--- config.mk ---
export PLATFORM = sky130hd
export DESIGN_NAME = signed_int_to_decimal_ascii_top
export DESIGN_NICKNAME = d
export VERILOG_FILES = /design/src/sv/sitoa_pkg.sv /design/src/sv/signed_int_to_decimal_ascii_top.sv
export SDC_FILE = /design/constraint.sdc
export NUM_CORES = 1
export LEC_CHECK = 0
export BUFFER_PORTS_ARGS = -buffer_cell sky130_fd_sc_hd__buf_2
export CORE_UTILIZATION = 40
export DETAILED_ROUTE_END_ITERATION = 7
export SETUP_SLACK_MARGIN = 0.2
export SLEW_MARGIN = 30
export SYNTH_ARGS = -nofsm -noshare
export SYNTH_HDL_FRONTEND = slang
export SYNTH_SLANG_ARGS = --single-unit
--- constraint.sdc ---
create_clock -name clk -period 8.4 [get_ports clk]
set_clock_uncertainty 0.2 [all_clocks]
set_input_delay 1.26 -clock clk [delete_from_list [all_inputs] [get_ports clk]]
set_output_delay 1.26 -clock clk [all_outputs]
set_load 0.02 [all_outputs]
--- src/sv/sitoa_pkg.sv ---
// Package for the signed integer to decimal ASCII converter.
// Holds the shared widths, character codes and the double-dabble step.
// Has no dependencies of its own.
package sitoa_pkg;

  // Input width and the number of BCD digits needed for its magnitude.
  localparam int VALUE_W   = 32;
  localparam int DIGITS    = 10;
  localparam int BCD_W     = DIGITS * 4;
  localparam int DD_W      = BCD_W + VALUE_W;

  // Conversion is split over this many stages, a fixed number of bits each.
  localparam int DD_STAGES = 4;
  localparam int DD_BITS   = VALUE_W / DD_STAGES;

  // Character codes.
  localparam logic [7:0] ASCII_MINUS = 8'd45;
  localparam logic [7:0] ASCII_ZERO  = 8'd48;

  // BCD digits in the upper part, remaining binary bits in the lower part.
  typedef logic [DD_W-1:0] dd_word_t;

  // Runs DD_BITS steps of shift-and-add-3 on the BCD/binary word.
  function automatic dd_word_t dabble_steps(input dd_word_t x_in);
    dd_word_t x;
    logic [3:0] dig;
    x = x_in;
    for (int j = 0; j < DD_BITS; j++) begin
      for (int d = 0; d < DIGITS; d++) begin
        dig = x[VALUE_W + 4*d +: 4];
        if (dig >= 4'd5) begin
          x[VALUE_W + 4*d +: 4] = dig + 4'd3;
        end
      end
      x = x << 1;
    end
    return x;
  endfunction

endpackage

--- src/sv/signed_int_to_decimal_ascii_top.sv ---
// Signed 32-bit integer to decimal ASCII text, one character per request out.
// The pipeline takes a new item each cycle unless in_stall; each item passes stages 0 to LAST,
// then the serializer, before its first character shows. It gives 1 to 11 characters (digits,
// plus a minus sign if negative), one per cycle unless out_stall; the serializer sets the rate.
// Reset (rst_n, synchronous, active low) clears every valid bit; data is not reset.
// Uses sitoa_pkg for widths, character codes and the double-dabble step.
module signed_int_to_decimal_ascii_top (
  input  logic        clk,
  input  logic        rst_n,
  input  logic        in_valid,
  output logic        in_stall,
  input  logic [31:0] in_value,
  output logic        out_valid,
  input  logic        out_stall,
  output logic [7:0]  out_character,
  output logic        out_last
);

  localparam int NSTG = sitoa_pkg::DD_STAGES + 2;
  localparam int LAST = NSTG - 1;

  // Pipeline registers: stage 0 takes the magnitude, stages 1..DD_STAGES convert,
  // the last stage normalizes the digits to the top.
  logic                     vld_r [0:LAST];
  logic                     neg_r [0:LAST];
  sitoa_pkg::dd_word_t      dd_r  [0:sitoa_pkg::DD_STAGES];
  logic [sitoa_pkg::BCD_W-1:0] nm_bcd_r;
  logic [3:0]               nm_ndig_r;
  logic                     rdy   [0:LAST];

  // Serializer registers.
  logic                     ser_vld_r;
  logic                     ser_sign_r;
  logic [3:0]               ser_rem_r;
  logic [sitoa_pkg::BCD_W-1:0] ser_bcd_r;

  logic out_fire;
  logic ser_done;
  logic ser_free;
  logic ser_take;

  // Serializer handshake.
  assign out_fire = ser_vld_r && !out_stall;
  assign ser_done = out_fire && !ser_sign_r && (ser_rem_r == 4'd1);
  assign ser_free = !ser_vld_r || ser_done;
  assign ser_take = vld_r[LAST] && ser_free;

  // A stage can load when it is empty or its content moves on this cycle.
  always_comb begin
    rdy[LAST] = !vld_r[LAST] || ser_free;
    for (int k = LAST - 1; k >= 0; k--) begin
      rdy[k] = !vld_r[k] || rdy[k+1];
    end
  end

  assign in_stall = !rdy[0];

  // Normalize step: count significant digits and shift them to the top.
  logic [3:0]                  nm_ndig_nxt;
  logic [3:0]                  nm_lz;
  logic [sitoa_pkg::BCD_W-1:0] nm_bcd_nxt;
  logic [sitoa_pkg::BCD_W-1:0] conv_bcd;

  assign conv_bcd = dd_r[sitoa_pkg::DD_STAGES][sitoa_pkg::DD_W-1 -: sitoa_pkg::BCD_W];

  always_comb begin
    nm_ndig_nxt = 4'd1;
    for (int i = 0; i < sitoa_pkg::DIGITS; i++) begin
      if (conv_bcd[4*i +: 4] != 4'd0) begin
        nm_ndig_nxt = 4'(i + 1);
      end
    end
    nm_lz      = 4'(sitoa_pkg::DIGITS) - nm_ndig_nxt;
    nm_bcd_nxt = conv_bcd << {nm_lz, 2'b00};
  end

  // Valid bits of the pipeline.
  always_ff @(posedge clk) begin
    if (!rst_n) begin
      for (int k = 0; k < NSTG; k++) begin
        vld_r[k] <= 1'b0;
      end
    end else begin
      if (rdy[0]) begin
        vld_r[0] <= in_valid;
      end
      for (int k = 1; k < NSTG; k++) begin
        if (rdy[k]) begin
          vld_r[k] <= vld_r[k-1];
        end
      end
    end
  end

  // Data of the pipeline; the magnitude is formed unsigned so the most
  // negative value converts without overflow.
  always_ff @(posedge clk) begin
    if (rdy[0] && in_valid) begin
      neg_r[0] <= in_value[31];
      dd_r[0]  <= {{sitoa_pkg::BCD_W{1'b0}},
                   (in_value[31] ? (32'd0 - in_value) : in_value)};
    end
    for (int k = 1; k <= sitoa_pkg::DD_STAGES; k++) begin
      if (rdy[k] && vld_r[k-1]) begin
        neg_r[k] <= neg_r[k-1];
        dd_r[k]  <= sitoa_pkg::dabble_steps(dd_r[k-1]);
      end
    end
    if (rdy[LAST] && vld_r[LAST-1]) begin
      neg_r[LAST] <= neg_r[LAST-1];
      nm_bcd_r    <= nm_bcd_nxt;
      nm_ndig_r   <= nm_ndig_nxt;
    end
  end

  // Serializer valid bit.
  always_ff @(posedge clk) begin
    if (!rst_n) begin
      ser_vld_r <= 1'b0;
    end else if (ser_take) begin
      ser_vld_r <= 1'b1;
    end else if (ser_done) begin
      ser_vld_r <= 1'b0;
    end
  end

  // Serializer data: sign first, then digits from the top, one per request.
  always_ff @(posedge clk) begin
    if (ser_take) begin
      ser_sign_r <= neg_r[LAST];
      ser_rem_r  <= nm_ndig_r;
      ser_bcd_r  <= nm_bcd_r;
    end else if (out_fire) begin
      if (ser_sign_r) begin
        ser_sign_r <= 1'b0;
      end else begin
        ser_rem_r <= ser_rem_r - 4'd1;
        ser_bcd_r <= ser_bcd_r << 4;
      end
    end
  end

  // Output character.
  assign out_valid     = ser_vld_r;
  assign out_character = ser_sign_r ? sitoa_pkg::ASCII_MINUS
                       : (sitoa_pkg::ASCII_ZERO + {4'd0, ser_bcd_r[sitoa_pkg::BCD_W-1 -: 4]});
  assign out_last      = !ser_sign_r && (ser_rem_r == 4'd1);

  // The minus sign is always followed by at least one digit.
  a_minus_not_last: assert property (@(posedge clk) disable iff (!rst_n)
    (out_valid && out_character == sitoa_pkg::ASCII_MINUS) |-> !out_last)
    else $error("minus sign flagged as last character");

  // A busy serializer holds between one and ten digits.
  a_rem_range: assert property (@(posedge clk) disable iff (!rst_n)
    ser_vld_r |-> (ser_rem_r != 4'd0 && ser_rem_r <= 4'(sitoa_pkg::DIGITS)))
    else $error("serializer digit count out of range");

  // Every digit sent out is a decimal digit.
  a_digit_bcd: assert property (@(posedge clk) disable iff (!rst_n)
    (ser_vld_r && !ser_sign_r) |-> (ser_bcd_r[sitoa_pkg::BCD_W-1 -: 4] <= 4'd9))
    else $error("non-decimal digit at output");

endmodule

**After elaboration in Yosys (flattened, before gate mapping)**

Memories as Yosys holds them, arrays and structs flattened.
Cells that the tools add are included.

- Register bits: 90
- Bits in latches: 0
- Bits in writable memories: 372
- ROM bits: 0
- Output and inout port bits: 11
- Word-level logic and storage cells: 1,400
- Memories kept: 3

Memory list:

| memory | words | bits a word | rd ports | clocked after Yosys merged registers in | wr ports | line | RTL |
|---|---|---|---|---|---|---|---|
| dd_r | 5 | 72 | 5 | 0 | 5 | signed_int_to_decimal_ascii_top.sv:26 | `sitoa_pkg::dd_word_t dd_r [0:sitoa_pkg::DD_STAGES];` |
| neg_r | 6 | 1 | 6 | 0 | 6 | signed_int_to_decimal_ascii_top.sv:25 | `logic neg_r [0:LAST];` |
| vld_r | 6 | 1 | 6 | 0 | 6 | signed_int_to_decimal_ascii_top.sv:24 | `logic vld_r [0:LAST];` |

- Add/sub/neg operators: 324
- $mul: 0
- Divide/modulo/power cells: 0
- $lt $le $gt $ge: 320
- Equal/unequal tests: 2
- Shift-type cells: 1
- Multiplexer cells: 698
- Bitwise logic cells: 6
- Reductions and logical operators: 40

Operator list:

| cell | number |
|---|---|
| $mux W4 | 582 |
| $ge A4 B3 Y1 const B | 320 |
| $add A4 B2 Y4 const B | 288 |
| $mux W3 | 68 |
| $mux W40 | 3 |
| $add A3 B2 Y3 const B | 32 |
| $mux W1 | 41 |
| $shl A40 B6 Y40 | 1 |
| $reduce_bool A4 Y1 | 9 |
| $mux W32 | 1 |
| $sub A1 B32 Y32 const A | 1 |
| $logic_and A1 B1 Y1 | 11 |
| $logic_not A1 Y1 | 10 |
| $add A6 B4 Y7 const A | 1 |
| $logic_or A1 B1 Y1 | 7 |
| $mux W7 | 1 |
| $or A1 B1 Y1 | 6 |
| $eq A4 B1 Y1 const B | 1 |
| $mux W2 | 2 |
| $reduce_bool A2 Y1 | 2 |
| $sub A4 B1 Y4 const B | 1 |
| $sub A4 B4 Y4 const A | 1 |
| $ne A2 B1 Y1 const B | 1 |
| $reduce_and A2 Y1 | 1 |

**Longest topological paths before layout**

- Depth after elaboration: 33
- Depth in mapped cells: 39
- Gate-level depth less buffers: 39

**Least setup slack after synthesis**

Ideal clock, no wire load.

- Kind: flip-flop to flip-flop
- Start: mem dd_r[0][276] (netlist bit)
- End: mem dd_r[0][359] (netlist bit), data pin
- Setup time: 0.258 ns
- Data arrival time: 6.950 ns
- Setup slack: 0.993 ns
- Stages on the path, launching flop included: 39
- Path buffers: 0
- Cells stage by stage: edfxtp_1 inv_1 ha_1 inv_1 ha_1 a21oi_4 xnor2_1 inv_1 ha_1 nor2b_1 mux2i_1 a2111oi_0 or2_2 o21a_1 o211a_1 inv_1 ha_1 inv_1 [... 3 more ...] inv_1 ha_1 or3_1 a31o_2 mux2i_1 nand2_1 o21bai_1 xor2_1 nand2_1 ha_1 a211oi_1 a21oi_1 ha_1 nand2b_1 a21boi_1 o311a_1 nand2b_1 xnor2_1

RTL lines:

| what | line |
|---|---|
| from (decl) | signed_int_to_decimal_ascii_top.sv:26 |

==> flow_metrics.tcl <==
set metrics [dict create \
    status "completed" \
    grt_pass1_vias 23800 \
    fin_cells 4709 \
    crit_type "flip-flop to flip-flop" \
    wire_per_inst_um 13.6 \
    multi_input_area_mm2 0.0216 \
    clk_pin_slew_ns 0.06 \
    gr-total-overflow 0 \
    cp-end-kind "flip-flop" \
    yosys_warnings 0 \
    wl_um 64200 \
    period_minus_slack_ns 7.53 \
    final_antenna_net_count 0 \
    path_common_cell "ha_1" \
    synth_area_leader_cell "edfxtp_1" \
    final_util_pct 43.8 \
    rows 102 \
    worst_slew_pin_slew_ns 0.935 \
    ios 47 \
    hpwl_um 48500 \
    period_share_pct 89.7 \
    critPathTopFamily "compound AO/OA/AOI/OAI gates" \
    dp_cells 4642 \
    yosysUniqueCellTypes 149 \
    drc 0 \
    clk_latency_ns 0.57 \
    clk_path_buf_depth 3 \
    clock_sinks 284 \
    synth_seq_area_share_pct 27.2 \
    synth_edf_count 283 \
    portBuffers 43 \
    worstPathRequired_ns 8.50 \
    initial_core_util_pct 40.4 \
    area_growth_pct 8.33 \
    synth_top_area_share_pct 27.2 \
    die_y_um 282 \
    place_congestion 0.834 \
    drtIter0Drc 1522 \
    crit_path_max_fanout 6 \
    cts_buffers 37 \
    cpPeakStageDelay_ns 0.39 \
    drv_slew 0 \
    setup_viol 0 \
    cap_violations 0 \
    crit_buf_inv 6 \
    fin_setup_tns_ns 0 \
    cp_slowest_cell "a2111oi_2" \
    die_w_um 282 \
    nFillCells 7588 \
    antenna_found_initial 0 \
    synth-main-ff-cell "edfxtp_1" \
    vias 26500 \
    grt_setup_unrepaired "yes" \
    grt_usage_pct 15.9 \
    max_freq_mhz 133 \
    cts_max_level 2 \
    hold_class "flip-flop to flip-flop" \
    final_cell_mix "nor2_1, nand2_1, edfxtp_1, a21oi_1" \
    design.core.area_mm2 0.0775 \
    synth.area.top_cells "edfxtp_1, ha_1, mux2i_1" \
    viasPerCell 5.62 \
    final_common_cell "nor2_1" \
    cts-hold-fix-buffers 0 \
    grt_pass1_wl_um 110000 \
    postSynthAreaPerCell_um2 8.55 \
    syn_inst 3661 \
    ys_seq_elements 284 \
    cts_root_buffer "clkbuf_16" \
    fin_nets 3826 \
    hold_viol 0 \
    synth_area_mm2 0.0313 \
    cp-start-kind "flip-flop" \
    grt_max_degree 50 \
    cp.arrival_ns 7.63 \
    drive_gt1_share_pct 12.0 \
    die_area_mm2 0.0794 \
    cts_tree "yes" \
    max_slew_margin_pct 37.6 \
    async_reset_ff_share_pct 0 \
    first_pass_iters 6 \
    final-seq-area_mm2 0.00852 \
    diodes 0 \
]
cell usage after synthesis (23+ instances only):
cell,instances
and2_1,64
a21o_1,55
ha_1,148
or3_1,35
o21ai_1,47
mux2_2,98
nor2b_1,37
a31oi_1,41
nor2_1,305
edfxtp_1,283
mux2i_1,175
nand3_1,90
inv_1,212
nor4_1,25
nand2_1,287
or2_2,30
o21ai_0,213
xor2_1,23
o21bai_1,24
a22oi_1,24
a21boi_0,24
o211ai_1,58
o31ai_1,35
nor3_1,88
xnor2_1,107
a211o_1,24
nand2b_1,82
o211a_1,25
a21oi_1,234
clkbuf_1,78
o22ai_1,31
buf_2,26
o21a_1,35
and3_1,32
a211oi_1,67
final cells by class:
type	count	area share, %
clock buffers	43	2.80
clock inverters	23	0.985
inverters	219	2.42
multi-input cells	3033	63.6
flip-flops and latches	284	25.1
well taps	1040	3.84
repair buffers	67	1.20
state kept, by name, summed over array words and instances (netlist names):
name,flops
dd_r,182
ser_sign_r,1
vld_r,6
neg_r,6
nm_ndig_r,4
out_valid,1
ser_rem_r,4
ser_bcd_r,40
nm_bcd_r,40
metrics by stage:
step	hold slack, ns	worst slack [ns]	instance area [um2]
finish	0.213	0.866	33900
global route	0.217	0.179	33900
CTS	0.217	0.363	33800
detailed placement	0.205	0.407	32500
global placement	0.202	0.502	32500
floorplan	0.200	0.993	31300
metal layers:
metal | up-vias | track usage [%] | share of wire [%]
met4 | 0 | 3.25 | 1.5
met3 | 57 | 1.73 | 2.3
met2 | 273 | 25.6 | 44
met5 | - | 0 | 0
met1 | 12200 | 22.8 | 52
li1 | 13900 | - | -
worst paths after layout:
kind / startpoint / endpoint / slack [ns] / cells after the start
max: dd_r[0][277] / dd_r[0][359] / 0.87 / 38
min: dd_r[0][21] / dd_r[0][101] / 0.21 / 0
max reg2reg: dd_r[0][277] / dd_r[0][359] / 0.87 / 38
min reg2reg: dd_r[0][21] / dd_r[0][101] / 0.21 / 0
kinds of logic after synthesis:
logic type	count (synthesis)	share of synthesized area (%)
and+or+nand+nor	1222	19.8
adders and majority gates	152	6.05
xor gates and xnor gates	140	4.18
buffers and inverters	345	4.45
other	2	0.0240
muxes	289	10.0
AOI/OAI and AO/OA	1227	28.3
DFF	284	27.2
timing repair:
item	CTS	global route
setup endpoints to repair	0	22
gates resized for setup	0	19
setup buffers	0	1
Power is left out: the tool's default activity adds up to more than one toggle a clock period on the data nets, which glitch-free logic cannot reach.
